--- src/rtl/hvns_pkg.sv ---
// ----------------------------------------------------------------------------
// hvns_pkg
// Shared types, hash constants and the seed key helper for the hashed
// value noise smoother.
// ----------------------------------------------------------------------------
package hvns_pkg;

   typedef logic [31:0] hash_type;
   typedef logic signed [31:0] coord_type;
   typedef logic [23:0] cell_type;
   typedef logic [25:0] row_type;
   typedef logic [27:0] noise_type;

   // seed/coordinate mix and finalizer constants
   localparam hash_type MixGolden = 32'h9E37_79B9;
   localparam hash_type MixXAdd   = 32'h85EB_CA6B;
   localparam hash_type MixYAdd   = 32'hC2B2_AE35;
   localparam hash_type FinMulA   = 32'h7FEB_352D;
   localparam hash_type FinMulB   = 32'h846C_A68B;

   // neighbour offsets: -1, 0, +1 (wrap modulo 2^32)
   localparam hash_type Offset [3] = '{32'hFFFF_FFFF, 32'h0000_0000, 32'h0000_0001};

   localparam int NeighborCount = 9;

   // largest possible weighted sum, 16 * (2^24 - 1)
   localparam noise_type NoiseMax = 28'd268435440;

   // register file decode
   localparam int CsrAddrWidth = 3;
   localparam int CsrIndexBit  = 2;
   localparam logic RegNoiseSeed = 1'b0;

   // seed-only part of the hash, fixed between seed writes
   typedef struct packed {
      hash_type h0;   // seed ^ golden
      hash_type k0;   // XADD + (h0 << 6) + (h0 >> 2)
   } key_type;

   function automatic key_type mix_key(input hash_type seed);
      key_type key;
      key.h0 = seed ^ MixGolden;
      key.k0 = MixXAdd + (key.h0 << 6) + (key.h0 >> 2);
      return key;
   endfunction

endpackage

--- src/rtl/hvns_mix.sv ---
// ----------------------------------------------------------------------------
// hvns_mix
// Two stages: x mix for three columns, then y mix for all nine cells
// plus the first xor-shift of the finalizer.
// ----------------------------------------------------------------------------
module hvns_mix (
   input  logic                clock,
   input  logic                en,
   input  hvns_pkg::key_type   key,
   input  hvns_pkg::coord_type x_coord,
   input  hvns_pkg::coord_type y_coord,
   output hvns_pkg::hash_type  mix_out [hvns_pkg::NeighborCount]
);

   hvns_pkg::hash_type h1_in  [3];
   hvns_pkg::hash_type h1_ff  [3];
   hvns_pkg::hash_type yk_in  [3];
   hvns_pkg::hash_type yk_ff  [3];
   hvns_pkg::hash_type h2     [hvns_pkg::NeighborCount];
   hvns_pkg::hash_type mix_in [hvns_pkg::NeighborCount];
   hvns_pkg::hash_type mix_ff [hvns_pkg::NeighborCount];

   // stage 1: h1 = h0 ^ (x + k0), y pre-add
   always_comb begin
      for (int i = 0; i < 3; i++) begin
         h1_in[i] = key.h0 ^ (hvns_pkg::hash_type'(x_coord) + key.k0 + hvns_pkg::Offset[i]);
         yk_in[i] = hvns_pkg::hash_type'(y_coord) + hvns_pkg::MixYAdd + hvns_pkg::Offset[i];
      end
   end

   always_ff @(posedge clock) begin
      if (en) begin
         h1_ff <= h1_in;
         yk_ff <= yk_in;
      end
   end

   // stage 2: cell index = 3*row + column, row/column 0 is the -1 side
   always_comb begin
      for (int j = 0; j < 3; j++) begin
         for (int i = 0; i < 3; i++) begin
            h2[3*j+i] = h1_ff[i] ^ (yk_ff[j] + (h1_ff[i] << 6) + (h1_ff[i] >> 2));
            mix_in[3*j+i] = h2[3*j+i] ^ (h2[3*j+i] >> 16);
         end
      end
   end

   always_ff @(posedge clock) begin
      if (en) begin
         mix_ff <= mix_in;
      end
   end

   assign mix_out = mix_ff;

endmodule

--- config.mk ---
export PLATFORM = sky130hd
export DESIGN_NAME = hvns_mix
export DESIGN_NICKNAME = d
export VERILOG_FILES = /design/src/rtl/hvns_pkg.sv /design/src/rtl/hvns_mix.sv
export SDC_FILE = /design/constraint.sdc
export NUM_CORES = 2
export LEC_CHECK = 0
export BUFFER_PORTS_ARGS = -buffer_cell sky130_fd_sc_hd__buf_4
export CAP_MARGIN = 20
export CORE_ASPECT_RATIO = 0.9
export CORE_MARGIN = 4
export CORE_UTILIZATION = 28
export DETAILED_ROUTE_END_ITERATION = 12
export PLACE_DENSITY_LB_ADDON = 0.05
export SLEW_MARGIN = 0
export SYNTH_ARGS = -nofsm -noshare
export SYNTH_HDL_FRONTEND = slang
export SYNTH_SLANG_ARGS = --single-unit
--- constraint.sdc ---
create_clock -name clock -period 11.2 [get_ports clock]
set_input_delay 2.24 -clock clock [delete_from_list [all_inputs] [get_ports clock]]
set_output_delay 2.24 -clock clock [all_outputs]
set_load 0.05 [all_outputs]
; After elaboration in Yosys (flattened, before gate mapping)
; Cells that the tools add are included.
[op_classes]
add_sub_neg = 24
n_bitwise = 21
[ops]
columns = op, count
row1 = $xor 32x32->32, 12
row2 = $add 32x32->32, 10
row3 = $add 32x30->32, 9
row4 = $xor 32x16->32, 9
row5 = $add 32x32->32 const B, 3
row6 = $add 32x1->32 const B, 2
[totals]
reg_bits = 480
inputBits = 130
word_cells = 60

; Depth between registers and ports, before layout
[logic_depth]
ltp_word = 4
depth_mapped = 14
mapped_depth_nobuf = 14

; Worst setup path before layout
; OpenSTA, ideal clock, no wires.
[synth_path]
path_type = input to register
from = in key[0] (netlist name)
to = reg h1_ff[31] (netlist name) (data pin)
stages = 13
required_ns = 10.932
path_buffers = 1
path_slack_ns = 5.595
t_arrival_ns = 5.336
path_cell_list = ha_1 -> fa_1 -> a211oi_2 -> o21a_1 -> nor2_1 -> o311a_2 -> a211oi_4 -> nand4_2 -> or3_4 -> and4b_1 -> buf_4 -> nand4_1 -> xor2_1
[synth_lines]
columns = item, line_no
row1 = "start, declared", hvns_mix.sv:9  ; input hvns_pkg::key_type key,
row2 = "end signal, assigned", hvns_mix.sv:33  ; h1_ff <= h1_in;
row3 = "end, declared", hvns_mix.sv:16  ; hvns_pkg::hash_type h1_ff [3];

==> flow_metrics.tcl <==
set metrics [dict create \
    clkLatencyLatePin_ns 0.70 \
    grt_pass1_vias 31500 \
    nNetsFinal 4958 \
    cts_sinks 478 \
    finalSetupViolCount 0 \
    placementRows 134 \
    cts_made_buffers 60 \
    drtPass1Iterations 5 \
    setup.worst_path.end_class "flop" \
    remaining_drc_errors 0 \
    cts-resized-gates 0 \
    rsz0062_at_grt "false" \
    critPathLaunchType "input pin" \
    final_core_util_pct 33.4 \
    hpwl_mm 141 \
    grt_max_degree 151 \
    vias 31300 \
    cpMostUsedCell "o21ai_0" \
    pin_count 418 \
    postCtsSetupBuffers 0 \
    dieArea_mm2 0.156 \
    critPathSlowestCell "nor4b_1" \
    coreArea_mm2 0.149 \
    synthTopCellsByCount "663 x xnor2_1, 478 x edfxtp_1, 367 x ha_1, 239 x xor2_1, 234 x a21oi_1" \
    synth_edf_count 478 \
    required_ns 11.60 \
    ys_warn_count 0 \
    setup_tns_ns 0 \
    setup.worst_path.class "input pin to flop" \
    async_flop_share_pct 0 \
    post_drt_wl_per_cell_um 29.0 \
    antenna_found_initial 9 \
    syn_area_per_cell_um2 11.1 \
    overflow 0 \
    path_cells "buf_4 -> ha_1 -> fa_1 -> a211oi_2 -> o21ai_0 -> nand3_1 -> a31oi_1 -> o21ai_0 -> xor2_1 -> nor4b_1 -> nand4_1 -> nor3_2 -> xnor2_1" \
    io_buffers 417 \
    critPathMaxStageDelay_ns 0.58 \
    tightest_slew_ns 1.14 \
    ys_seq_elements 478 \
    ant_nets 0 \
    hold_buffers 0 \
    postSynthCellCount 3767 \
    dpl_cell_area_mm2 0.0476 \
    htreeDepth 2 \
    synth_top_area_cell "edfxtp_1" \
    arrival_ns 5.98 \
    maxSlewHeadroom_pct 24.2 \
    hp-class "flop to flop" \
    synth.net_count 4490 \
    hold_viol 0 \
    synth_top_area_share_pct 34.3 \
    drive_gt1_share_pct 14.5 \
    synth.most_common_cell "xnor2_1" \
    dr.first_iter.drc_count 2401 \
    timing.final.crit_period_ns 5.58 \
    ys_top_cells_by_area "edfxtp_1 34%, xnor2_1 14%, ha_1 11%" \
    grt_usage_pct 22.7 \
    synth_cell_types 103 \
    outcome "finished, final reports clean" \
    maxCapViolCount 0 \
    wl_mm 182 \
    period_share_pct 49.8 \
    cts_tree "built" \
    timing.final.ws_setup_ns 5.62 \
    place_ws_ns 4.95 \
    cp_max_fo 7 \
    gp_congestion 0.899 \
    fmax_mhz 179 \
    synth.yosys.seq_area_share_pct 34.3 \
    path_clk_slew_ns 0.06 \
    design_area_mm2 0.0496 \
    vias_per_cell 5.00 \
    skew_ns 0.0527 \
    dieWidth_um 416 \
    grt_pass1_wl_mm 249 \
    syn2layout_area_growth_pct 18.4 \
    die_y_um 375 \
    synth_ff_type "edfxtp_1" \
    drv_slew 0 \
    cts-root-buf "clkbuf_16" \
    start_util_pct 28.2 \
    clockBufferDepth 3 \
    netlist_area_mm2 0.0419 \
]
layout make-up:
cell class / instances / area, um^2
fillers: 15300 / 98900
clock buffers: 66 / 1520
flip-flops and latches: 478 / 14400
well taps: 1972 / 2470
inverters: 127 / 477
multi-input cells: 3108 / 26800
clock inverters: 44 / 459
diodes: 1 / 2.50
repair buffers: 460 / 3490
worst max-delay path: cells and delay by family:
kind / cells / cell delay (ns)
AOI/OAI and AO/OA: 4 / 1.16
xor gates and xnor gates: 2 / 0.52
adders and majority gates: 2 / 0.69
buffers and inverters: 1 / 0.11
and+or+nand+nor: 4 / 1.25
path summary, 6_finish.rpt:
check | from | end | slack [ns] | cells after the start
max reg2reg | h1_ff[38]$_DFFE_PP_ | mix_out[40]$_DFFE_PP_ | 6.25 | 12
min | h1_ff[30]$_DFFE_PP_ | mix_out[222]$_DFFE_PP_ | 0.88 | 2
max | key[0] | h1_ff[95]$_DFFE_PP_ | 5.62 | 13
min reg2reg | h1_ff[30]$_DFFE_PP_ | mix_out[222]$_DFFE_PP_ | 0.88 | 2
flip-flops by register name, indices dropped and copies added (netlist names):
signal,count
mix_out,288
h1_ff,95
yk_ff,95
placed cells by master (no fill, tap or decap), drive strengths merged, types with 71 or more instances in the layout:
cell type,Yosys,routed
xnor2,664,664
nor3,71,71
nor2,173,173
edfxtp,478,478
inv,126,131
buf,18,460
a21o,194,194
ha,367,367
nand2,154,154
o21ai,147,147
a21oi,234,234
fa,226,226
xor2,240,240
through the flow:
step	std cells	hold slack (ns)
after floorplan	3767	0.770
after detailed placement	6145	0.874
after CTS	6255	0.884
after global routing	6255	0.897
after global placement	6145	0.863
final	6256	0.880
cells by family after synthesis:
family	synth area share [%]
xor+xnor	19.1
compound gates	14.1
simple gates	8.95
fa+ha+maj	21.8
flops	34.3
buf+inv	1.71
mux	0.122
metal layers:
layer	up-vias	share of wire, %	GRT usage, %
li1	14600	-	-
met1	15500	45	31.3
met2	969	45	36.4
met3	161	5.9	3.81
met4	4	3.4	7.02
met5	-	0.011	0
Power is not shown: default switching activity piles up to over one toggle a cycle in this logic, so the estimate is an artifact.
