$ cat src/rtl/hvns_pkg.sv
// ----------------------------------------------------------------------------
// hvns_pkg
// Shared types, hash constants and the seed key helper for the hashed
// value noise smoother.
// ----------------------------------------------------------------------------
package hvns_pkg;

   typedef logic [31:0] hash_type;
   typedef logic signed [31:0] coord_type;
   typedef logic [23:0] cell_type;
   typedef logic [25:0] row_type;
   typedef logic [27:0] noise_type;

   // seed/coordinate mix and finalizer constants
   localparam hash_type MixGolden = 32'h9E37_79B9;
   localparam hash_type MixXAdd   = 32'h85EB_CA6B;
   localparam hash_type MixYAdd   = 32'hC2B2_AE35;
   localparam hash_type FinMulA   = 32'h7FEB_352D;
   localparam hash_type FinMulB   = 32'h846C_A68B;

   // neighbour offsets: -1, 0, +1 (wrap modulo 2^32)
   localparam hash_type Offset [3] = '{32'hFFFF_FFFF, 32'h0000_0000, 32'h0000_0001};

   localparam int NeighborCount = 9;

   // largest possible weighted sum, 16 * (2^24 - 1)
   localparam noise_type NoiseMax = 28'd268435440;

   // register file decode
   localparam int CsrAddrWidth = 3;
   localparam int CsrIndexBit  = 2;
   localparam logic RegNoiseSeed = 1'b0;

   // seed-only part of the hash, fixed between seed writes
   typedef struct packed {
      hash_type h0;   // seed ^ golden
      hash_type k0;   // XADD + (h0 << 6) + (h0 >> 2)
   } key_type;

   function automatic key_type mix_key(input hash_type seed);
      key_type key;
      key.h0 = seed ^ MixGolden;
      key.k0 = MixXAdd + (key.h0 << 6) + (key.h0 >> 2);
      return key;
   endfunction

endpackage

$ cat src/rtl/hvns_csr.sv
// ----------------------------------------------------------------------------
// hvns_csr
// APB register file: holds noise_seed and its precomputed hash key.
// ----------------------------------------------------------------------------
module hvns_csr (
   input  logic                                 clock,
   input  logic                                 reset,
   input  logic                                 csr_psel,
   input  logic                                 csr_penable,
   input  logic                                 csr_pwrite,
   input  logic [hvns_pkg::CsrAddrWidth-1:0]    csr_paddr,
   input  logic [31:0]                          csr_pwdata,
   output logic [31:0]                          csr_prdata,
   output logic                                 csr_pready,
   output hvns_pkg::key_type                    key
);

   hvns_pkg::hash_type seed_ff;
   hvns_pkg::key_type  key_ff;
   logic               seed_sel;
   logic               wr_en;

   assign csr_pready = 1'b1;
   assign seed_sel   = (csr_paddr[hvns_pkg::CsrIndexBit] == hvns_pkg::RegNoiseSeed);
   assign wr_en      = csr_psel && csr_penable && csr_pwrite && csr_pready && seed_sel;

   always_ff @(posedge clock) begin
      if (reset) begin
         seed_ff <= '0;
         key_ff  <= hvns_pkg::mix_key('0);
      end else if (wr_en) begin
         seed_ff <= csr_pwdata;
         key_ff  <= hvns_pkg::mix_key(csr_pwdata);
      end
   end

   assign csr_prdata = seed_sel ? seed_ff : '0;
   assign key        = key_ff;

endmodule

$ cat config.mk
export PLATFORM = sky130hd
export DESIGN_NAME = hvns_csr
export DESIGN_NICKNAME = d
export VERILOG_FILES = /design/src/rtl/hvns_pkg.sv /design/src/rtl/hvns_csr.sv
export SDC_FILE = /design/constraint.sdc
export NUM_CORES = 1
export LEC_CHECK = 0
export ABC_AREA = 0
export BUFFER_PORTS_ARGS = -buffer_cell sky130_fd_sc_hd__buf_2
export CORE_MARGIN = 1.5
export CORE_UTILIZATION = 54
export DETAILED_ROUTE_END_ITERATION = 7
export HOLD_SLACK_MARGIN = 0.03
export PLACE_DENSITY = 0.86
export RECOVER_POWER = 50
export SLEW_MARGIN = 0
export SYNTH_ARGS = -nofsm -noshare
export SYNTH_HDL_FRONTEND = slang
export SYNTH_SLANG_ARGS = --single-unit
export TNS_END_PERCENT = 1
$ cat constraint.sdc
create_clock -name clock -period 3.18 [get_ports clock]
set_input_delay 0.477 -clock clock [delete_from_list [all_inputs] [get_ports clock]]
set_output_delay 0.477 -clock clock [all_outputs]
set_load 0.01 [all_outputs]
Yosys cells after proc, flatten, opt, wreduce, memory -nomap -nowiden
Cells that the tools add are included.
{"block": "totals", "register_bits": 96, "latchBits": 0, "ramBits": 0, "romBits": 0, "inputBits": 40, "output_inout_bits": 97, "word_cells": 11, "n_memories": 0}
{"block": "op_classes", "addsub": 2, "multipliers": 0, "div": 0, "order_cmp": 0, "n_eq_ne": 0, "n_shift": 0, "n_mux": 1, "n_bitwise": 2, "reduce_logical": 3}
{"cell": "adder 32 x 30 -> 32 bit", "count": 1}
{"cell": "adder 32 bit (first input constant)", "count": 1}
{"cell": "two-way mux 32 bit", "count": 1}
{"cell": "NOT 20 bit", "count": 1}
{"cell": "logical AND 1 bit", "count": 3}
{"cell": "NOT 1 bit", "count": 1}

Longest topological paths before layout
{"block": "logic_depth", "ltp_word": 3, "depth_mapped": 12, "ltp_nobuf": 11}

Worst setup path after synthesis
No wires, ideal clock.
{"block": "synth_timing", "kind": "input -> register", "startpoint": "input port csr_pwdata[4]", "endpoint": "register key_ff, in the netlist key[19]", "setup_ns": 0.128, "t_arrival_ns": 2.495, "required_time_ns": 3.052, "path_slack_ns": 0.557, "cell_stages": 11, "n_path_buf": 1, "cell_sequence": "inv_1 -> ha_1 -> ha_1 -> buf_6 -> a211oi_1 -> o211ai_1 -> a31oi_1 -> o21bai_2 -> a2111oi_2 -> xor2_1 -> o21ai_1"}
{"block": "synth_via", "elab_chain_cells": 3}
{"item": "start, declared", "line_no": "hvns_csr.sv:12", "rtl": "input logic [31:0] csr_pwdata,"}
{"item": "NOT 20 bit (no source line) *"}
{"item": "adder 32 bit", "line_no": "hvns_pkg.sv:43", "rtl": "key.k0 = MixXAdd + (key.h0 << 6) + (key.h0 >> 2);"}
{"item": "adder 32 x 30 -> 32 bit *", "line_no": "hvns_pkg.sv:43"}
{"item": "end signal, assigned", "line_no": "hvns_csr.sv:30", "rtl": "key_ff <= hvns_pkg::mix_key('0);"}
{"item": "end signal, assigned", "line_no": "hvns_csr.sv:33", "rtl": "key_ff <= hvns_pkg::mix_key(csr_pwdata);"}
{"item": "end, declared", "line_no": "hvns_csr.sv:19", "rtl": "hvns_pkg::key_type key_ff;"}
Mark *: on every way between the ends. The rest lies on a longest branch, timed or not.
A chain may end at the register's enable or synchronous reset.

Worst setup path after layout
{"block": "layout_timing", "startpoint": "input port csr_pwdata[2]", "endpoint": "register key_ff, in the netlist key[19]"}
{"block": "layout_via", "elab_chain_cells": 2}
{"item": "adder 32 bit", "line_no": "hvns_pkg.sv:43"}
{"item": "adder 32 x 30 -> 32 bit *", "line_no": "hvns_pkg.sv:43"}
Marked as above.

==> impl_metrics.ini <==
[layout]
fin_util = 0.652
seq_area_um2 = 1680
n_antenna_cell = 0
syn2layout_area_growth_pct = 15.5
multi_input_comb_area_um2 = 3160
fillers = 859
final_area_um2 = 6110
nets = 861
final_cell_count_no_fill = 900
drive_gt1_frac = 0.123

[power_and_ir_drop]
power_density_nw_per_um2 = 463
power.leakage_nw = 2.68
vdd_drop_max_mv = 0.270

[critical_path]
rr_worst_depth = 2
critPathLaunchType = primary input
critPathMaxStageDelay_ns = 0.43
cp_cell_sequence = buf_2 -> ha_1 -> fa_1 -> a211oi_1 -> o211ai_1 -> a31oi_1 -> o21bai_2 -> a2111oi_2 -> xor2_1 -> o21ai_1
cp_max_fo = 3
crit_start = csr_pwdata[2]
critPathCaptureType = flop
r2r-start = key[63]
cp.required_ns = 3.43
cpMaxStageDelayCell = fa_1
critPathKind = primary input to flop
arrival_ns = 2.93

[cts]
post_cts_buffers = 0
ctsHtreeMaxLevel = 3
cts_root_buffer = clkbuf_8
cts_buffers = 9
cts.sinks = 84
cts_buffer_depth = 2
worstSkewPairLatency_ns = 0.35
hold_buffers = 0
clk_pin_slew_ns = 0.09
tritoncts = built
cts-resized-gates = 0

[drt]
drt_iter0_markers = 261
wl_per_cell_um = 15.8
wl_um = 14200
firstDrtPassIters = 5
drc_errors = 0
viasPerCell = 5.59
vias = 5028
drtAntennaViolNets = 0

[yosys]
synth_area_leaders = dfxtp_1 32%, ha_1 13%, nand2_1 9.5%, a21oi_1 6.3%, nor2b_1 4.0%
yosysTopAreaCell = dfxtp_1
ys_ff_latch = 84
synth_top_family_by_area = compound AO/OA/AOI/OAI gates
netlist_instances = 661
synthSimpleGateAreaFrac = 0.194
synth-edff-count = 0
async_flop_share = 0
synthXorXnorAreaFrac = 0.0348
ys_seq_area_frac = 0.318
synth_compound_area_frac = 0.235
ys_warn_count = 0
ys.flop_type = dfxtp_1
syn_area_um2 = 5290
synth_mux_area_frac = 0
synthAdderAreaFrac = 0.132
avgSynthCellArea_um2 = 8.00
synth_nets = 756
netlist.area_leader.share = 0.318
ys_types = 68

[die]
die_x_um = 102
die_h_um = 102
core_area_um2 = 9370
start_util = 0.564
dieArea_um2 = 10400
rows = 35
io_pins = 137

[global_routing]
grt_pass1_wl_um = 22500
grtUsageTotal = 0.274
grt_max_degree = 52
grt_pass1_vias = 4626
overflow = 0
antenna_found_initial = 0

[sta]
setup_viol = 0
tightest_slew_ns = 1.28
finalMaxSlewViolations = 0
finalHoldViolCount = 0
grt_setup_unrepaired = false
fin_crit_sh = 0.842
fin_crit_ns = 2.68
fin_tns_setup_ns = 0
clock.fmax_mhz = 374
slew_headroom = 0.150
finClkSkew_ns = 0

[run_status]
outcome = completed

[worst_hold_path]
worst_hold_path_type = primary input to flop
holdPathStages = 2
holdCritStartpoint = csr_pwdata[27]

[placement]
post-dp-hpwl_um = 10700
port_buffers = 133
place_inst = 884
place_area_um2 = 5980
gp_congestion = 0.876

[job]
cap_viol_max_count = 0
==> layout make-up <==
class,count,share of cell area
Clock buffer,11,0.0231
Clock inverter,5,0.0176
Inverter,47,0.0289
Multi-Input combinational cell,478,0.516
Sequential cell,84,0.275
Tap cell,129,0.0264
Timing Repair Buffer,146,0.112
==> sequential cells by signal, indices dropped and copies added (netlist names) <==
name,flops
key,52
seed_ff,32
==> critical path: cells and delay by family <==
| family | cells | cell delay, ns |
|---|---|---|
| compound gates | 6 | 1.39 |
| fa+ha+maj | 2 | 0.65 |
| buf+inv | 1 | 0.13 |
| xor+xnor | 1 | 0.27 |
==> per-layer routing <==
layer  vias up  GRT usage  share of wire
met3        24     0.0404          0.057
met4         0     0.0854          0.019
met5         -          0              0
met1      2350      0.364           0.46
met2       183      0.460           0.46
li1       2471          -              -
==> path summary, 6_finish.rpt <==
check                to  slack, ns
max             key[19]       0.50
min             key[59]       0.36
max reg2reg     key[63]       2.49
min reg2reg  seed_ff[7]       0.45
==> cell usage in the layout (no fill, tap or decap), drive strengths merged, types with 6 or more instances in the layout <==
cell type	n
a21oi	71
a21o	15
nand3	15
ha	54
a211oi	6
nand2	135
xnor2	16
o21ai	29
dfxtp	84
nor3	8
inv	48
nor2b	34
buf	57
nor2	9
o211ai	26
clkbuf	100
==> synthesized netlist by cell type, types with 3 or more instances <==
cell / instances
o21ai_1: 4
a211oi_1: 4
buf_4: 13
xnor2_1: 16
and3_1: 3
a21oi_1: 67
buf_6: 4
nor3_1: 6
o211ai_1: 24
dfxtp_1: 84
nand4_1: 4
xor2_1: 5
nand3_1: 14
inv_1: 47
o21bai_1: 4
clkbuf_1: 31
nand2_1: 134
buf_1: 3
a21o_1: 14
ha_1: 54
nor2_1: 9
o21a_1: 4
nor2b_1: 34
a31oi_1: 3
o21ai_0: 25
==> per-stage QoR <==
| step | hold WS (ns) | setup slack [ns] | total power [mW] |
|---|---|---|---|
| finish | 0.358 | 0.503 | 2.83 |
| detailed placement | 0.442 | 0.170 | 1.88 |
| global route | 0.347 | 0.385 | 2.96 |
| floorplan | 0.432 | 0.557 | 1.69 |
| CTS | 0.356 | 0.537 | 2.82 |
| global placement | 0.438 | 0.188 | 1.86 |
==> report_power, final <==
| group | total (mW) | switching, mW | internal (mW) | leakage [nW] |
|---|---|---|---|---|
| Sequential | 1.10 | 0.0161 | 1.08 | 0.682 |
| Combinational | 0.768 | 0.467 | 0.301 | 1.87 |
| Clock | 0.962 | 0.414 | 0.549 | 0.124 |
| Total | 2.83 | 0.897 | 1.93 | 2.68 |
==> logic make-up (layout without fill, tap and decap cells) <==
| kind of cell | after synthesis | after routing |
|---|---|---|
| buffers and inverters | 99 | 209 |
| and+or+nand+nor | 220 | 220 |
| AOI/OAI and AO/OA | 181 | 181 |
| xor gates and xnor gates | 21 | 21 |
| other | 1 | 1 |
| DFF | 84 | 84 |
| adders and majority gates | 55 | 55 |
No activity file was read; power rests on OpenSTA's default activity.
