`config.mk`:
```
export PLATFORM = sky130hd
export DESIGN_NAME = hvns_sum
export DESIGN_NICKNAME = d
export VERILOG_FILES = /design/src/rtl/hvns_pkg.sv /design/src/rtl/hvns_sum.sv
export SDC_FILE = /design/constraint.sdc
export NUM_CORES = 1
export LEC_CHECK = 0
export BUFFER_PORTS_ARGS = -buffer_cell sky130_fd_sc_hd__buf_4
export CAP_MARGIN = 20
export CORE_UTILIZATION = 40
export DETAILED_ROUTE_END_ITERATION = 8
export HOLD_SLACK_MARGIN = 0.08
export PLACE_DENSITY = 0.61
export SLEW_MARGIN = 25
export SYNTH_ARGS = -nofsm -noshare
export SYNTH_HDL_FRONTEND = slang
export SYNTH_SLANG_ARGS = --single-unit
export TNS_END_PERCENT = 100
```
`constraint.sdc`:
```
create_clock -name clock -period 4.7 [get_ports clock]
set_clock_uncertainty 0.2 [all_clocks]
set_input_delay 0 -clock clock [delete_from_list [all_inputs] [get_ports clock]]
set_output_delay 0 -clock clock [all_outputs]
set_load 0.05 [all_outputs]
```
`src/rtl/hvns_pkg.sv`:
```
// ----------------------------------------------------------------------------
// hvns_pkg
// Shared types, hash constants and the seed key helper for the hashed
// value noise smoother.
// ----------------------------------------------------------------------------
package hvns_pkg;

   typedef logic [31:0] hash_type;
   typedef logic signed [31:0] coord_type;
   typedef logic [23:0] cell_type;
   typedef logic [25:0] row_type;
   typedef logic [27:0] noise_type;

   // seed/coordinate mix and finalizer constants
   localparam hash_type MixGolden = 32'h9E37_79B9;
   localparam hash_type MixXAdd   = 32'h85EB_CA6B;
   localparam hash_type MixYAdd   = 32'hC2B2_AE35;
   localparam hash_type FinMulA   = 32'h7FEB_352D;
   localparam hash_type FinMulB   = 32'h846C_A68B;

   // neighbour offsets: -1, 0, +1 (wrap modulo 2^32)
   localparam hash_type Offset [3] = '{32'hFFFF_FFFF, 32'h0000_0000, 32'h0000_0001};

   localparam int NeighborCount = 9;

   // largest possible weighted sum, 16 * (2^24 - 1)
   localparam noise_type NoiseMax = 28'd268435440;

   // register file decode
   localparam int CsrAddrWidth = 3;
   localparam int CsrIndexBit  = 2;
   localparam logic RegNoiseSeed = 1'b0;

   // seed-only part of the hash, fixed between seed writes
   typedef struct packed {
      hash_type h0;   // seed ^ golden
      hash_type k0;   // XADD + (h0 << 6) + (h0 >> 2)
   } key_type;

   function automatic key_type mix_key(input hash_type seed);
      key_type key;
      key.h0 = seed ^ MixGolden;
      key.k0 = MixXAdd + (key.h0 << 6) + (key.h0 >> 2);
      return key;
   endfunction

endpackage

```
`src/rtl/hvns_sum.sv`:
```
// ----------------------------------------------------------------------------
// hvns_sum
// 3x3 binomial weighting as two separable passes: rows 1-2-1, then
// columns 1-2-1. Two stages.
// ----------------------------------------------------------------------------
module hvns_sum (
   input  logic                clock,
   input  logic                en,
   input  hvns_pkg::cell_type  lane_in [hvns_pkg::NeighborCount],
   output hvns_pkg::noise_type noise
);

   hvns_pkg::row_type   row_in [3];
   hvns_pkg::row_type   row_ff [3];
   hvns_pkg::noise_type sum_in;
   hvns_pkg::noise_type sum_ff;

   always_comb begin
      for (int j = 0; j < 3; j++) begin
         row_in[j] = {2'b00, lane_in[3*j]} + {1'b0, lane_in[3*j+1], 1'b0}
                   + {2'b00, lane_in[3*j+2]};
      end
   end

   assign sum_in = {2'b00, row_ff[0]} + {1'b0, row_ff[1], 1'b0} + {2'b00, row_ff[2]};

   always_ff @(posedge clock) begin
      if (en) begin
         row_ff <= row_in;
         sum_ff <= sum_in;
      end
   end

   assign noise = sum_ff;

endmodule

```
; Yosys cells after proc, flatten, opt, wreduce, memory -nomap -nowiden
; Cells that the tools add are included.
[word_totals]
output_inout_bits = 28
in_bits = 218
wordCells = 12
reg_bits = 106
[op_classes]
add_sub_neg = 8
[ops]
columns = op, n
row1 = 24-bit by 25-bit adder with 26-bit output, 3
row2 = 26-bit by 24-bit adder with 26-bit output, 3
row3 = 26-bit by 27-bit adder with 28-bit output, 1
row4 = 28-bit by 26-bit adder with 28-bit output, 1

; Longest topological paths before layout
; Gate-level depths: netlist of run 1.
[depth]
depth_word = 2
ltp_mapped = 14
ltp_nobuf = 14

; Worst setup path before layout of run 1
; No wires, ideal clock.
[synth_timing]
path_kind = register -> register
startpoint = reg row_ff[26] in the netlist's numbering
endpoint = reg sum_ff[23], in the netlist noise[23] (data pin)
t_required_ps = 4238
path_stages_with_launch = 15
period_less_slack_ps = 3103
arrival_ps = 2640
setup_ps = 262
setup_slack_ps = 1597
n_path_buf = 0
cell_sequence = edfxtp_1 inv_1 fa_1 inv_1 ha_1 inv_1 fa_1 nor2b_1 o21ai_2 a21oi_1 o31ai_2 a211oi_1 o21ai_0 a21oi_1 xor2_1
[synth_via]
elab_chain_len = 2
[synth_rtl]
columns = element, line_no
row1 = from (decl), hvns_sum.sv:14  ; hvns_pkg::row_type row_ff [3];
row2 = from (signal assigned), hvns_sum.sv:29  ; row_ff <= row_in;
row3 = 26-bit by 27-bit adder with 28-bit output, hvns_sum.sv:25  ; assign sum_in = {2'b00, row_ff[0]} + {1'b0, row_ff[1], 1'b0} + {2'b00, row_ff[2]};
row4 = 28-bit by 26-bit adder with 28-bit output, hvns_sum.sv:25
row5 = via sum_in[23], hvns_sum.sv:15  ; hvns_pkg::noise_type sum_in;
row6 = to (signal assigned), hvns_sum.sv:30  ; sum_ff <= sum_in;
row7 = to (decl), hvns_sum.sv:16  ; hvns_pkg::noise_type sum_ff;
; The timed path passes the listed nets, and every way through them passes these cells.
; A chain may end at the register's enable or synchronous reset.

==> results of run 1 <==
-- layer usage --
layer	wire length [um]	global-route usage, %	up-vias
met5	0	0	-
met4	329	5.20	0
met3	1060	2.21	21
met2	10100	28.8	218
met1	11600	27.7	3567
li1	-	-	3734
-- through the flow --
stage	cells	worst slack, ns	area (um^2)
floorplan	852	1.60	9910
global placement	1409	1.32	12100
detailed placement	1409	1.26	12100
CTS	1453	0.551	12700
global route	1453	0.334	12700
finish	1453	0.581	12700
-- worst max-delay path, stage by stage --
cell and delay, ns:
dlygate4sd3_1 0.54, buf_4 0.14, fa_1 0.45, dlygate4sd3_1 0.57, ha_1 0.22, fa_1 0.40
a21oi_1 0.20, o21ai_1 0.14, a31o_2 0.29, a21oi_1 0.30, o21ai_1 0.18, o31ai_4 0.26
o21ai_1 0.13, o21ba_1 0.20
-- logic make-up after synthesis --
logic type	after synthesis	share of synthesized area, %
AO/OA/AOI/OAI	270	19.0
multiplexers	1	0.101
adder cells (fa/ha/maj)	200	32.7
buffers and inverters	38	1.45
XOR/XNOR	80	7.07
flip-flops	106	32.1
AND/OR/NAND/NOR	157	7.60
-- layout make-up --
| type | instances | area (um^2) | share of cell area, % |
|---|---|---|---|
| flip-flops and latches | 106 | 3180 | 25.1 |
| well taps | 324 | 405 | 3.20 |
| multi-input cells | 708 | 6590 | 51.9 |
| clock inverters | 7 | 62.6 | 0.493 |
| clock buffers | 9 | 225 | 1.78 |
| inverters | 25 | 93.8 | 0.740 |
| repair buffers | 274 | 2130 | 16.8 |
-- registers in the layout (all words and copies together) (netlist names) --
signal	count
row_ff	78
noise	28
-- worst min path at each step --
stage | slack (ns) | startpoint | end
finish | 0.08 | en | row_ff[58]
global placement | 0.09 | lane_in[48] | row_ff[0]
global route | 0.10 | lane_in[52] | row_ff[5]
CTS | 0.08 | lane_in[52] | row_ff[5]
floorplan | -0.09 | en | noise[0]
detailed placement | 0.09 | lane_in[48] | row_ff[0]
-- power groups by stage --
stage | logic (mW) | registers [mW] | clock network (mW)
floorplan | 3.01 | 2.22 | 0
global placement | 4.69 | 1.84 | 0
detailed placement | 4.69 | 1.84 | 0
CTS | 4.75 | 1.81 | 0.758
global route | 5.28 | 1.85 | 0.791
finish | 4.76 | 1.81 | 0.742
-- cell usage in the layout (no fill, tap or decap), types with 4 or more instances in the layout --
cell type | netlist | routed
nor3_1 | 5 | 5
dlygate4sd3_1 | 0 | 28
nand2b_1 | 5 | 5
nor2_1 | 45 | 45
a31oi_1 | 5 | 5
o2111ai_1 | 4 | 4
nor2b_1 | 13 | 13
nand2_1 | 43 | 43
nand3_1 | 15 | 15
o21a_1 | 16 | 16
nand4_1 | 12 | 12
and3_1 | 7 | 7
fa_1 | 98 | 98
o21bai_1 | 16 | 16
ha_1 | 102 | 102
o21ai_0 | 32 | 32
a21o_1 | 42 | 42
buf_4 | 0 | 246
o211ai_1 | 5 | 5
clkbuf_16 | 0 | 9
xnor2_1 | 53 | 53
a21oi_2 | 4 | 4
xor2_1 | 27 | 27
o21ai_2 | 4 | 4
a211oi_1 | 9 | 9
inv_1 | 25 | 25
a211oi_2 | 4 | 4
a21boi_0 | 4 | 4
edfxtp_1 | 106 | 106
o21ai_1 | 9 | 9
a211o_1 | 5 | 5
a21oi_1 | 77 | 77
-- what timing repair did --
item | CTS | global route
endpoints found under the hold margin | 16 | 0
hold buffers | 28 | 0
buffers inserted | 0 | 0
==> impl_results.md, run 1 <==
- Syn Area/Cell: 11.6 um^2
- Synth Register Bits: 106
- Full die area: 25400 um^2
- Post-Synthesis Cells: 852
- Grt total ovfl: 0
- Synth-to-Final Area Change: 27.9%
- Final Total Pwr: 7.31 mW
- Tmin final: 4.12 ns
- Residual DRC: 0
- Vias per inst: 5.19
- Total GRT Usage: 18.7%
- Initial antenna violation count: 0
- Achievable Freq: 243 MHz
- Post-Syn Area: 9910 um^2
- Fin nets: 1542
- Kind of end point of the critical path: flip-flop
- Top post-synthesis cells by count: edfxtp_1, ha_1, fa_1
- Post-route ant nets: 0
- Standard-cell rows: 57
- Clock slew at reported path FFs: 0.07 ns
- Worst-margin pin slew: 0.885 ns
- Hold depth: 1
- CP endpoint: row_ff[25]
- Yosys cell types: 65
- Detailed placement HPWL: 19.3 mm
- Final period utilization: 87.6%
- Die Width: 159 um
- Top post-synthesis cells by area: edfxtp_1, fa_1, ha_1
- RSZ-0062 raised after global routing: no
- Count leader, synth: edfxtp_1
- Gate power share: 65.1%
- Post-synthesis sequential area ratio: 32.1%
- Seq pwr share: 24.7%
- Final core occ: 52.1%
- CTS tree: done
- Root Driver: clkbuf_16
- Switch Pwr: 3.34 mW
- FF-to-FF setup slack: 1.29 ns
- Switching fraction of total power: 45.8%
- Die Y: 159 um
- Hold Path Class: input pin to flip-flop
- CTS Buffer Depth: 2
- Fillers: 2152
- Clock buffer count from CTS: 9
- Iter 0 DRT Violations: 339
- Pins Over Slew Limit: 0
- Maxcap violations: 0
- Starting Density: 40.8%
- Core Region: 24300 um^2
- Number of global-route vias before repair: 7742
- Synth top area share: 32.1%
- Routed wire length: 23.0 mm
- Clk network pwr share: 10.2%
- Pin count of the biggest net entering global routing: 69
- Slew HR: 41.0%
- Synth Net Count: 1270
- First-pass GRT wire length: 37.9 mm
- Vias post-DR: 7540
- Setup violators final: 0
- Worst EP required: 4.61 ns
- Status: complete, no violations
- Data arrival time of the worst path: 4.03 ns
- R2R Path Start: row_ff[26]
- Pleak: 5.43 nW
- Cell count of the worst reg-to-reg path: 14
- Final Hold Vio Count: 0
- WL/cell: 15.8 um
- Yosys top cell by area: edfxtp_1
- Ant. Diodes: 0
- Final GP Congestion: 0.826
- Detailed Routing Iterations Pass 1: 4
- Top_reg_cell synth: edfxtp_1
- Asr flop ratio synth: 0%
- WHS: 0.0808 ns
- Cts repair resizes: 0
- Layout cells sized above 1: 25.2%
- Crit. Startpoint: lane_in[24]
- Port bufs: 245
- Ports: 246
- PwrDens: 576 nW/um^2
- Setup TNS: 0 ns
- Crit Path Max Fanout: 3
- Ys Warns: 0
- Number of flops mapped to enable cells by yosys: 106
- Crit path kind: input pin to flip-flop
- Clock Sinks: 106
- H-tree levels: 3
- Skew-Pair Late Insertion Delay: 0.36 ns
- Startpoint types: input pin
- Max IR drop VDD: 0.342 mV
- Reg2Reg Capture Point: noise[23]
- Int Power: 3.96 mW
Power figures use the tool's default switching activity.
==> inputs of run 2 (changes only) <==
PLACE_DENSITY = 0.75   (was 0.61)
==> impl_results.md, run 2 (same netlist as run 1, synthesis figures left out) <==
- Post-CTS Setup Repair Bufs: 0 (unchanged)
- Layout cells sized above 1: 25.3% (was 25.2%)
- Vias post-DR: 7595 (was 7540)
- Startpoint types: input pin (unchanged)
- Pins Over Slew Limit: 0 (unchanged)
- Standard-cell rows: 57 (unchanged)
- Clock slew at reported path FFs: 0.08 ns (was 0.07 ns)
- Tmin final: 3.93 ns (was 4.12 ns)
- Cell count of the worst reg-to-reg path: 14 (unchanged)
- Final Total Pwr: 7.27 mW (was 7.31 mW)
- Port bufs: 245 (unchanged)
- Placed Instances: 1409 (unchanged)
- Vias per inst: 5.24 (was 5.19)
- Setup WS pre-CTS: 1.23 ns (was 1.26 ns)
- R2R Path Start: row_ff[1] (was row_ff[26])
- H-tree levels: 3 (unchanged)
- Iter 0 DRT Violations: 341 (was 339)
- Full die area: 25400 um^2 (unchanged)
- Commonest non-fill, non-tap cell in the layout: buf_4 (unchanged)
- Die Width: 159 um (unchanged)
- Max IR drop VDD: 0.246 mV (was 0.342 mV)
- Root Driver: clkbuf_16 (unchanged)
- Ports: 246 (unchanged)
- Maxcap violations: 0 (unchanged)
- Clock buffer count from CTS: 9 (unchanged)
- Pleak: 5.43 nW (about the same)
- Achievable Freq: 254 MHz (was 243 MHz)
- Pin count of the biggest net entering global routing: 67 (was 69)
- CTS tree: done (unchanged)
- Data arrival time of the worst path: 3.83 ns (was 4.03 ns)
- Post-CTS Hold Buffers: 26 (was 28)
- Final period utilization: 83.7% (was 87.6%)
- Largest register by flop count: row_ff (unchanged)
- Crit path kind: input pin to flip-flop (unchanged)
- Setup TNS: 0 ns (unchanged)
- HP Start: en (unchanged)
- Fillers: 2111 (was 2152)
- Detailed placement HPWL: 20.0 mm (was 19.3 mm)
- Total GRT Usage: 19.4% (was 18.7%)
- Post-route ant nets: 0 (unchanged)
- Crit Path Max Fanout: 4 (was 3)
- Final non-filler cell total: 1450 (was 1453)
- Clock Sinks: 106 (unchanged)
- Crit. Startpoint: lane_in[194] (was lane_in[24])
- Commonest cells after routing, fill and taps aside: buf_4, edfxtp_1, ha_1, fa_1, a21oi_1 (unchanged)
- First-pass GRT wire length: 39.4 mm (was 37.9 mm)
- Die Y: 159 um (unchanged)
- Final Hold Vio Count: 0 (unchanged)
- RSZ-0062 raised after global routing: no (unchanged)
- Status: complete, no violations (unchanged)
- Final worst-path setup slack: 0.767 ns (was 0.581 ns)
- Worst-margin pin slew: 0.848 ns (was 0.885 ns)
- Routed wire length: 23.8 mm (was 23.0 mm)
- Ant. Diodes: 0 (unchanged)
- WL/cell: 16.4 um (was 15.8 um)
- Slew HR: 43.4% (was 41.0%)
- Fin nets: 1540 (was 1542)
- Residual DRC: 0 (unchanged)
- Synth-to-Final Area Change: 27.6% (was 27.9%)
- Hold Path Class: input pin to flip-flop (unchanged)
- Cts repair resizes: 0 (unchanged)
- Kind of end point of the critical path: flip-flop (unchanged)
- Detailed Routing Iterations Pass 1: 5 (was 4)
- Register Area: 3180 um^2 (unchanged)
- Final GP Congestion: 0.882 (was 0.826)
- PwrDens: 575 nW/um^2 (was 576 nW/um^2)
- Skew-Pair Late Insertion Delay: 0.35 ns (was 0.36 ns)
- Hold depth: 1 (unchanged)
- WHS: 0.0825 ns (was 0.0808 ns)
- Grt total ovfl: 0 (unchanged)
- Starting Density: 40.8% (unchanged)
- Area occupied by multi-input gates: 6590 um^2 (unchanged)
- Max reg flops: 78 (unchanged)
- Setup violators final: 0 (unchanged)
- Number of global-route vias before repair: 8019 (was 7742)
- Initial antenna violation count: 0 (unchanged)
- Worst EP required: 4.59 ns (was 4.61 ns)
- Core Region: 24300 um^2 (unchanged)
- CTS Buffer Depth: 2 (unchanged)
-- run 2: per-stage QoR --
stage	cell area [um^2]	utilization (%)
2_1_floorplan	9910	-
3_3_place_gp	12100	49.8
6_report	12600	52.0
4_1_cts	12600	52.0
3_5_place_dp	12100	49.8
5_1_grt	12600	52.0
-- run 2: routing by layer --
metal,GRT usage [%],up-vias,wire [um],part of all wire [%]
met5,0,-,0,0
li1,-,3721,-,-
met4,7.56,0,632,2.7
met2,31.8,225,11200,47
met3,2.34,41,1050,4.4
met1,26.3,3608,10900,46
-- run 2: report_power, final --
group | switching [mW] | total, mW | internal (mW)
combinational | 2.78 | 4.74 | 1.96
clock | 0.353 | 0.717 | 0.364
sequential | 0.171 | 1.82 | 1.65
total | 3.31 | 7.27 | 3.97
-- run 2: path summary, 6_finish.rpt --
check | end | slack (ns)
worst max register to register | noise[23] | 1.16
worst max-delay path | row_ff[77] | 0.77
worst min-delay path | row_ff[26] | 0.08
worst min register to register | noise[0] | 0.36
-- run 2: final cells by class --
class / instances / share of cell area (%)
Timing Repair Buffer: 272 / 16.7
Inverter: 25 / 0.742
Clock buffer: 9 / 1.78
Multi-Input combinational cell: 708 / 52.1
Tap cell: 324 / 3.21
Clock inverter: 6 / 0.386
Sequential cell: 106 / 25.2
-- run 2: worst max-delay path, cell delays in order --
cell,delay [ns]
dlygate4sd3_1,0.54
buf_4,0.13
fa_1,0.46
dlygate4sd3_1,0.60
fa_1,0.45
a21o_1,0.20
a21oi_2,0.20
o21ai_1,0.12
a221oi_2,0.39
o21ai_2,0.16
a221o_1,0.39
nand4_1,0.10
a21oi_1,0.08
