### src/rtl/hvns_pkg.sv
// ----------------------------------------------------------------------------
// hvns_pkg
// Shared types, hash constants and the seed key helper for the hashed
// value noise smoother.
// ----------------------------------------------------------------------------
package hvns_pkg;

   typedef logic [31:0] hash_type;
   typedef logic signed [31:0] coord_type;
   typedef logic [23:0] cell_type;
   typedef logic [25:0] row_type;
   typedef logic [27:0] noise_type;

   // seed/coordinate mix and finalizer constants
   localparam hash_type MixGolden = 32'h9E37_79B9;
   localparam hash_type MixXAdd   = 32'h85EB_CA6B;
   localparam hash_type MixYAdd   = 32'hC2B2_AE35;
   localparam hash_type FinMulA   = 32'h7FEB_352D;
   localparam hash_type FinMulB   = 32'h846C_A68B;

   // neighbour offsets: -1, 0, +1 (wrap modulo 2^32)
   localparam hash_type Offset [3] = '{32'hFFFF_FFFF, 32'h0000_0000, 32'h0000_0001};

   localparam int NeighborCount = 9;

   // largest possible weighted sum, 16 * (2^24 - 1)
   localparam noise_type NoiseMax = 28'd268435440;

   // register file decode
   localparam int CsrAddrWidth = 3;
   localparam int CsrIndexBit  = 2;
   localparam logic RegNoiseSeed = 1'b0;

   // seed-only part of the hash, fixed between seed writes
   typedef struct packed {
      hash_type h0;   // seed ^ golden
      hash_type k0;   // XADD + (h0 << 6) + (h0 >> 2)
   } key_type;

   function automatic key_type mix_key(input hash_type seed);
      key_type key;
      key.h0 = seed ^ MixGolden;
      key.k0 = MixXAdd + (key.h0 << 6) + (key.h0 >> 2);
      return key;
   endfunction

endpackage

### src/rtl/hvns_fin.sv
// ----------------------------------------------------------------------------
// hvns_fin
// One finalizer lane: multiply, xor-shift, multiply, xor-shift, low 24 bits.
// Three stages: two multiplier stages, then an xor-shift and mask stage.
// ----------------------------------------------------------------------------
module hvns_fin (
   input  logic               clock,
   input  logic               en,
   input  hvns_pkg::hash_type mix,
   output hvns_pkg::cell_type lane_out
);

   hvns_pkg::hash_type m1_in;
   hvns_pkg::hash_type m1_ff;
   hvns_pkg::hash_type g;
   hvns_pkg::hash_type m2_in;
   hvns_pkg::hash_type m2_ff;
   hvns_pkg::hash_type h3;
   hvns_pkg::cell_type cell_ff;

   assign m1_in = hvns_pkg::hash_type'(mix * hvns_pkg::FinMulA);
   assign g     = m1_ff ^ (m1_ff >> 15);
   assign m2_in = hvns_pkg::hash_type'(g * hvns_pkg::FinMulB);
   assign h3    = m2_ff ^ (m2_ff >> 16);

   always_ff @(posedge clock) begin
      if (en) begin
         m1_ff   <= m1_in;
         m2_ff   <= m2_in;
         cell_ff <= h3[23:0];
      end
   end

   assign lane_out = cell_ff;

endmodule

### config.mk
export PLATFORM = sky130hd
export DESIGN_NAME = hvns_fin
export DESIGN_NICKNAME = d
export VERILOG_FILES = /design/src/rtl/hvns_pkg.sv /design/src/rtl/hvns_fin.sv
export SDC_FILE = /design/constraint.sdc
export NUM_CORES = 1
export LEC_CHECK = 0
export BUFFER_PORTS_ARGS = -buffer_cell sky130_fd_sc_hd__buf_2
export CAP_MARGIN = 20
export CELL_PAD_IN_SITES_DETAIL_PLACEMENT = 1
export CELL_PAD_IN_SITES_GLOBAL_PLACEMENT = 1
export CORE_MARGIN = 4
export CORE_UTILIZATION = 53
export CTS_CLUSTER_SIZE = 28
export DETAILED_ROUTE_END_ITERATION = 6
export PLACE_DENSITY_LB_ADDON = 0.1
export SLEW_MARGIN = 20
export SYNTH_ARGS = -nofsm -noshare
export SYNTH_HDL_FRONTEND = slang
export SYNTH_SLANG_ARGS = --single-unit
### constraint.sdc
create_clock -name clock -period 8.3 [get_ports clock]
set_clock_uncertainty 0.2 [all_clocks]
set_input_delay 0 -clock clock [delete_from_list [all_inputs] [get_ports clock]]
set_output_delay 0 -clock clock [all_outputs]
set_load 0.005 [all_outputs]
## Word-level counts from Yosys, hierarchy flattened

Index checks and enable logic that the tools add are counted.

| operators by class | value |
|---|---|
| add/sub/neg operators | 0 |
| multiply operators | 2 |
| div/mod/pow operators | 0 |
| $lt $le $gt $ge | 0 |
| equality and inequality tests | 0 |
| shift operators | 0 |
| mux-type cells | 0 |
| bitwise gates (word level) | 2 |
| reduce and logical (&&, ||, !) cells | 0 |

Operator list:

| kind | count |
|---|---|
| 32-bit by 31-bit multiplier with 32-bit output (second input constant) | 1 |
| 32-bit by 32-bit multiplier with 32-bit output (second input constant) | 1 |
| 32-bit by 17-bit bitwise XOR with 32-bit output | 1 |
| 24-bit by 16-bit bitwise XOR with 24-bit output | 1 |

| storage, ports and cells | value |
|---|---|
| register bits after elaboration | 88 |
| bits in latches | 0 |
| RAM bits | 0 |
| ROM bits | 0 |
| logic and storage cells | 7 |
| memories kept | 0 |

## Longest topological paths before layout

Gate-level depths: netlist of the first run.

| logic depth | value |
|---|---|
| word-level depth | 2 |
| depth in mapped cells | 26 |

## Worst setup path after synthesis of the first run

No wires, ideal clock.

| path | value |
|---|---|
| path kind | register -> register |
| from | register m1_ff[27] |
| to | register m2_ff[29] (data pin) |
| arrival | 6,321 ps |
| required time | 7,920 ps |
| setup slack | 1,599 ps |
| cell stages (with the launch flop) | 22 |
| clock period less this slack | 6,701 ps |
| cells stage by stage | edfxtp_1 xnor2_1 inv_1 ha_1 ha_1 fa_1 inv_1 fa_1 inv_1 fa_1 fa_1 fa_1 inv_1 fa_1 inv_1 ha_1 a21o_1 nor3_1 a211oi_2 o31ai_2 or4b_1 o311ai_1 |

| between the ends | value |
|---|---|
| longest elaborated chain between the ends | 2 |

Ends and longest elaborated chain:

| what | line | text |
|---|---|---|
| start, declared | hvns_fin.sv:14 | `hvns_pkg::hash_type m1_ff;` |
| start signal, assigned | hvns_fin.sv:28 | `m1_ff <= m1_in;` |
| 32-bit by 17-bit bitwise XOR with 32-bit output | hvns_fin.sv:22 | `assign g = m1_ff ^ (m1_ff >> 15);` |
| 32-bit by 32-bit multiplier with 32-bit output | hvns_fin.sv:23 | `assign m2_in = hvns_pkg::hash_type'(g * hvns_pkg::FinMulB);` |
| net m2_in[29] | hvns_fin.sv:16 | `hvns_pkg::hash_type m2_in;` |
| end signal, assigned | hvns_fin.sv:29 | `m2_ff <= m2_in;` |
| end, declared | hvns_fin.sv:17 | `hvns_pkg::hash_type m2_ff;` |

The timed path passes the listed nets, and every way through them passes these cells.
A chain may end at the register's enable or synchronous reset.

## Worst setup path in the final report of the first run

| path | value |
|---|---|
| from | register m1_ff[24] |
| to | register m2_ff[29] (data pin) |

The elaborated chain is that of the path after synthesis.

==> metrics.txt, run 1 <==
relative max-transition margin=0.4967; footprint of the multi-input gates=about 0.015 sq mm; synthesized net count=2644; timing-limited maximum frequency=roughly 130 MHz; FILL cells=3987; Antenna diodes=0; sort of element at the end of the critical path=flip-flop; via count=13044; share of the yosys chip area belonging to registers=0.1324; max-capacitance violation count=0; count of cell types in the netlist=59; total of warnings raised by yosys=0; Synth Cell Area=about 0.02 sq mm; CTS clk-pin slew, worst paths=~0.06 ns; unrepaired setup endpoints after global routing=false; critical path start-end classification=reg2reg; Rows=70; Worst Tran Pin Value=roughly 0.76 ns; endpoint required time on the critical path=8.26 ns; antenna violations before repair=0; simple-gate area share of the yosys netlist=0.02977; commonest cells after routing, fill and taps aside=600 x sky130_fd_sc_hd__inv_1, 376 x sky130_fd_sc_hd__ha_1, 358 x sky130_fd_sc_hd__fa_1, 108 x sky130_fd_sc_hd__xnor2_1, 88 x sky130_fd_sc_hd__edfxtp_1; overall die height=202.1 microns; via density per instance=roughly 5.3; Final ANT Viol Nets=0; grt ovf=0; Ports=between 50 and 60; Final Util=0.5787; routed len/inst=22.13 microns; RD Place Congestion=0.9841; final period demand of the worst path=7.447 ns; final hold vios=0; number of sinks on the clock net=88; pre-CTS WS=0.9085 ns; core region area=0.03687 sq mm; Post-synth EDFFs=88; Layout area overhead=6.901%; Global Route Usage Sum=0.2791; Residual DRC=0; pin count of the biggest net entering global routing=57; fraction of final layout cells with drive strength greater than 1=0.05242; first-iteration detailed-routing DRC count=420; setup TNS=0 ns; vias in the first global route=15521; Avg Synthesized Cell Area=10.64 sq um; number of buffers on the longest clock path=2; HPWL after detailed placement=roughly 50000 microns; iteration count of the initial detailed-routing pass=5; critical-path maximum fanout=6; initial cell density of the core=0.5414; proportion of register bits with asynchronous set or reset after synthesis=0; share of synthesized cell area in full adder, half adder and majority cells=0.5947; post-layout worst setup margin=0.8526 ns; hold crit path type=in2reg; storage element area=between 0.002 and 0.003 sq mm; Final nets=2729; worst endpoint data arrival time=about 7.4 ns; Num CTS Buffers=9; type of origin of the critical path=flip-flop; wire length of the first global-routing pass=roughly 86000 microns; gate count after technology mapping=roughly 1900; multiplexer share of the synthesized area=0; CTS root buffer=sky130_fd_sc_hd__clkbuf_16; DIE AREA=0.04083 sq mm; fraction of synthesized cell area in xor and xnor cells=0.07528; most common library cell in the layout ignoring fill and taps=sky130_fd_sc_hd__inv_1; primary flip-flop cell chosen by synthesis mapping=sky130_fd_sc_hd__edfxtp_1; Synth Area in Compound Gates=0.05365; DIE WIDTH=around 200 microns; hold path depth=2; CTS tree=yes; source-to-sink clock delay at the later pin of the worst-skew pair=approximately 0.36 ns; synthesized flop and latch total=between 80 and 90; I/O Buffers=between 50 and 60; # setup viols final=0; ratio of final minimum period to clock period=0.8973; H-tree depth=3; result of the run=finished clean; routed wire length=54650 microns; number of cells traversed by the worst register-to-register path=21; number of max-slew violations in the final report=0; combinational family with the most area after synthesis=adder cells
[layer usage]
layer,routed length [microns],GRT usage,vias up
li1,-,-,5958
met1,20470,0.3095,6746
met2,30050,0.5366,228
met3,1174,0.02519,112
met4,2958,0.1294,0
met5,0,0,-
[worst max-delay path: stages (launching register included)]
cell and delay, ns:
sky130_fd_sc_hd__edfxtp_1 0.51, sky130_fd_sc_hd__xnor2_1 0.62, sky130_fd_sc_hd__inv_1 0.23, sky130_fd_sc_hd__ha_1 0.41
sky130_fd_sc_hd__ha_1 0.24, sky130_fd_sc_hd__fa_1 0.51, sky130_fd_sc_hd__inv_1 0.07, sky130_fd_sc_hd__fa_1 0.48
sky130_fd_sc_hd__inv_1 0.05, sky130_fd_sc_hd__fa_1 0.49, sky130_fd_sc_hd__inv_1 0.05, sky130_fd_sc_hd__fa_1 0.53
sky130_fd_sc_hd__inv_1 0.05, sky130_fd_sc_hd__fa_1 0.38, sky130_fd_sc_hd__fa_1 0.47, sky130_fd_sc_hd__ha_1 0.37
sky130_fd_sc_hd__a21o_1 0.22, sky130_fd_sc_hd__nor3_1 0.28, sky130_fd_sc_hd__a211oi_2 0.17, sky130_fd_sc_hd__o31ai_2 0.32
sky130_fd_sc_hd__or4b_1 0.46, sky130_fd_sc_hd__o311ai_1 0.11
[synthesized netlist by cell type, types with 2 or more instances]
master / count / area, sq um
sky130_fd_sc_hd__o21ai_0: 11 / 55.05
sky130_fd_sc_hd__a21boi_1: 3 / 22.52
sky130_fd_sc_hd__o31ai_1: 4 / 30.03
sky130_fd_sc_hd__o21ai_1: 12 / 60.06
sky130_fd_sc_hd__a21oi_2: 2 / 17.52
sky130_fd_sc_hd__nand4_1: 4 / 25.02
sky130_fd_sc_hd__fa_1: 358 / 7167
sky130_fd_sc_hd__xnor2_1: 108 / 945.9
sky130_fd_sc_hd__inv_1: 600 / 2252
sky130_fd_sc_hd__o21a_1: 6 / 45.04
sky130_fd_sc_hd__or2_1: 2 / 12.51
sky130_fd_sc_hd__nand2b_1: 4 / 25.02
sky130_fd_sc_hd__and3_1: 5 / 31.28
sky130_fd_sc_hd__nand3_1: 16 / 80.08
sky130_fd_sc_hd__a21o_1: 25 / 187.7
sky130_fd_sc_hd__clkbuf_1: 2 / 7.510
sky130_fd_sc_hd__o211ai_1: 4 / 30.03
sky130_fd_sc_hd__ha_1: 376 / 4705
sky130_fd_sc_hd__nor2_1: 33 / 123.9
sky130_fd_sc_hd__and2_1: 11 / 68.82
sky130_fd_sc_hd__nor3_1: 11 / 55.05
sky130_fd_sc_hd__or2_2: 2 / 12.51
sky130_fd_sc_hd__a21boi_0: 3 / 22.52
sky130_fd_sc_hd__a211oi_1: 6 / 45.04
sky130_fd_sc_hd__a211oi_2: 2 / 25.02
sky130_fd_sc_hd__xor2_1: 61 / 534.3
sky130_fd_sc_hd__nand2_1: 22 / 82.58
sky130_fd_sc_hd__a21oi_1: 42 / 210.2
sky130_fd_sc_hd__a2111oi_0: 2 / 17.52
sky130_fd_sc_hd__or3_1: 4 / 25.02
sky130_fd_sc_hd__o21bai_1: 5 / 37.54
sky130_fd_sc_hd__edfxtp_1: 88 / 2643
sky130_fd_sc_hd__a211o_1: 5 / 43.79
sky130_fd_sc_hd__nor2b_1: 3 / 18.77
sky130_fd_sc_hd__a31oi_1: 10 / 62.56
[logic make-up after synthesis]
logic type / after synthesis
adders and majority gates: 734
buffers and inverters: 605
xor gates and xnor gates: 170
AOI/OAI and AO/OA: 158
and+or+nand+nor: 121
DFF: 88
[cell type report]
type	instances	area share
clock buffers	9	0.01055
clock inverters	6	0.004339
inverters	601	0.1057
multi-input cells	1183	0.7048
flip-flops and latches	88	0.1238
well taps	504	0.02955
repair buffers	78	0.02123
[what timing repair did]
action / 4_1_cts / 5_1_grt
gates resized for setup: 0 / 0
hold endpoints to repair: 34 / 0
hold buffers: 3 / 0
setup buffers: 0 / 0
setup endpoints to repair: 0 / 0
[flip-flops by register name, summed over array words and instances, names as in the netlist]
name      flops
m1_ff        32
m2_ff        32
lane_out     24
[final timing paths]
path | start | slack (ns) | end
min | mix[2] | 0.20 | m1_ff[2]
max | m1_ff[24] | 0.85 | m2_ff[29]
min reg2reg | m2_ff[20] | 0.28 | lane_out[20]
max reg2reg | m1_ff[24] | 0.85 | m2_ff[29]
[metrics by stage]
stage | cells | cell area (sq um) | hold WS (ns)
6_report | 2469 | 21340 | 0.2039
5_1_grt | 2469 | 21340 | 0.2174
4_1_cts | 2469 | 21340 | 0.1827
3_5_place_dp | 2451 | 20990 | 0.1951
3_3_place_gp | 2451 | 20990 | 0.1935
2_1_floorplan | 1876 | 19960 | -0.1011
Power of run 1 is not shown: default switching activity piles up to over one toggle a cycle in this logic, so the estimate is an artifact.
==> run 2, diff against run 1 <==
Settings changed: ABC_CLOCK_PERIOD_IN_PS set to 9600, CORE_UTILIZATION 53 to 55.
Clock period 8.3 ns to 9.6 ns, I/O delays scaled along.
==> run 2 against run 1 <==
Utilization grew 1.6 points; first-iteration DRC count fell by 7.6%; routed wire length is 1.3% higher; critical path type unchanged.
==> metrics.txt, run 2 (same netlist as run 1, synthesis figures left out) <==
result of the run=finished clean; Rows=69 (-1.4%); routed wire length=55390 microns (+1.3%); fraction of final layout cells with drive strength greater than 1=0.04952 (-0.002902); timing-limited maximum frequency=134.0 MHz (-0.20%); vias in the first global route=15527 (+0.039%); relative max-transition margin=0.2484 (-0.2482); # setup viols final=0 (unchanged); max layer used=met4; most common library cell in the layout ignoring fill and taps=sky130_fd_sc_hd__inv_1; routed wire length on met3=940 microns (-20%); Final ANT Viol Nets=0 (unchanged); amount of wire on met2 after detailed routing=30620 microns (+1.9%); antenna violations before repair=0 (unchanged); type of origin of the critical path=flip-flop; Final Util=0.5950 (+0.01625); Final nets=2722 (-0.26%); final hold vios=0 (unchanged); I/O Buffers=57 (unchanged); final period demand of the worst path=7.462 ns (+0.01489 ns); grt ovf=0 (unchanged); Layout area overhead=6.274%; CTS root buffer=sky130_fd_sc_hd__clkbuf_16; number of buffers on the longest clock path=2 (unchanged); commonest cells after routing, fill and taps aside=600 x sky130_fd_sc_hd__inv_1, 376 x sky130_fd_sc_hd__ha_1, 358 x sky130_fd_sc_hd__fa_1, 108 x sky130_fd_sc_hd__xnor2_1, 88 x sky130_fd_sc_hd__edfxtp_1; max-capacitance violation count=0 (unchanged); Worst Tran Pin Value=1.124 ns (+0.3685 ns); first-iteration detailed-routing DRC count=388 (-7.6%); length of routed wiring on met1=21300 microns (+4.1%); DIE WIDTH=198.5 microns (-1.8%); number of max-slew violations in the final report=0 (unchanged); Ports=58 (unchanged); routed len/inst=22.89 microns (+3.4%); setup TNS=0 ns (unchanged); ratio of final minimum period to clock period=0.7773 (-0.1200); core region area=0.03566 sq mm (-3.3%); RD Place Congestion=0.9350 (-5.0%); Crit. Startpoint=m1_ff[24]; unrepaired setup endpoints after global routing=false; number of sinks on the clock net=88 (unchanged); via density per instance=5.317 (+0.64%); initial cell density of the core=0.5598 (+0.01848); wire length of the first global-routing pass=86600 microns (+0.28%); number of cells traversed by the worst register-to-register path=21 (unchanged); HPWL after detailed placement=49650 microns (+0.93%); Num CTS Buffers=9 (unchanged); setup slack of the worst register-to-register path=2.14 ns (+1.29 ns); sort of element at the end of the critical path=flip-flop; worst endpoint data arrival time=7.42 ns (about the same); Global Route Usage Sum=0.2951 (+0.01601); Residual DRC=0 (unchanged); hold crit path type=in2reg; CTS tree=yes; Antenna diodes=0 (unchanged); endpoint required time on the critical path=9.56 ns (+1.30 ns); iteration count of the initial detailed-routing pass=4 (-1); RR Endpoint=m2_ff[29]; H-tree depth=3 (unchanged); pin count of the biggest net entering global routing=56 (-1.8%); source-to-sink clock delay at the later pin of the worst-skew pair=0.37 ns (about the same); DIE AREA=0.03941 sq mm (-3.5%); critical path start-end classification=reg2reg; overall die height=198.5 microns (-1.8%); critical register-to-register path startpoint=m1_ff[24]; CTS clk-pin slew, worst paths=0.08 ns (+0.02 ns); critical-path maximum fanout=6 (unchanged); via count=12867 (-1.4%); count of instances resized after the clock tree is built=0 (unchanged); CP endpoint=m2_ff[29]
==> run 2: worst max-delay path, stage by stage, from the launching register on <==
cell and delay [ns]:
sky130_fd_sc_hd__edfxtp_1 0.51, sky130_fd_sc_hd__xnor2_1 0.68, sky130_fd_sc_hd__inv_1 0.24, sky130_fd_sc_hd__ha_1 0.43, sky130_fd_sc_hd__ha_1 0.25, sky130_fd_sc_hd__fa_1 0.48
sky130_fd_sc_hd__inv_1 0.05, sky130_fd_sc_hd__fa_1 0.48, sky130_fd_sc_hd__inv_1 0.05, sky130_fd_sc_hd__fa_1 0.49, sky130_fd_sc_hd__inv_1 0.05, sky130_fd_sc_hd__fa_1 0.53
sky130_fd_sc_hd__inv_1 0.05, sky130_fd_sc_hd__fa_1 0.39, sky130_fd_sc_hd__fa_1 0.47, sky130_fd_sc_hd__ha_1 0.37, sky130_fd_sc_hd__a21o_1 0.23, sky130_fd_sc_hd__nor3_1 0.25
sky130_fd_sc_hd__a211oi_2 0.16, sky130_fd_sc_hd__o31ai_2 0.31, sky130_fd_sc_hd__or4b_1 0.46, sky130_fd_sc_hd__o311ai_1 0.12
==> run 2: worst min-delay path by stage <==
stage,startpoint,endpoint,slack [ns],cells after the start
after floorplan,mix[0],m1_ff[0],-0.10,0
after global placement,lane_out[3],lane_out[3],0.19,1
after detailed placement,lane_out[4],lane_out[4],0.20,1
after CTS,mix[3],m1_ff[3],0.17,3
after global routing,mix[3],m1_ff[3],0.23,3
final,mix[3],m1_ff[3],0.19,3
==> run 2: layout make-up <==
class,count,area [sq um]
repair buffers,71,400.4
well taps,461,576.8
clock buffers,9,225.2
clock inverters,7,73.82
fillers,3892,14440
flip-flops and latches,88,2643
multi-input cells,1183,15040
inverters,601,2256
==> run 2: timing repair <==
action | in CTS | in global routing
setup buffers | 0 | 0
endpoints found under the hold margin | 35 | 0
setup endpoints to repair | 0 | 0
hold buffers | 3 | 0
==> run 2: metal layers <==
metal	vias up	GRT usage
met2	193	0.5706
met3	85	0.02236
met5	-	0
met1	6654	0.3335
met4	0	0.1241
li1	5935	-
==> run 2: metrics by stage <==
stage	hold WS [ns]	area, sq um	setup WS [ns]	std cells
after global placement	0.1928	20890	2.312	2401
after floorplan	-0.1011	19960	2.899	1876
after CTS	0.1652	21210	2.124	2420
final	0.1897	21210	2.138	2420
after detailed placement	0.1974	20890	2.165	2401
after global routing	0.2265	21210	1.800	2420
Power of run 2 is left out for the same reason.
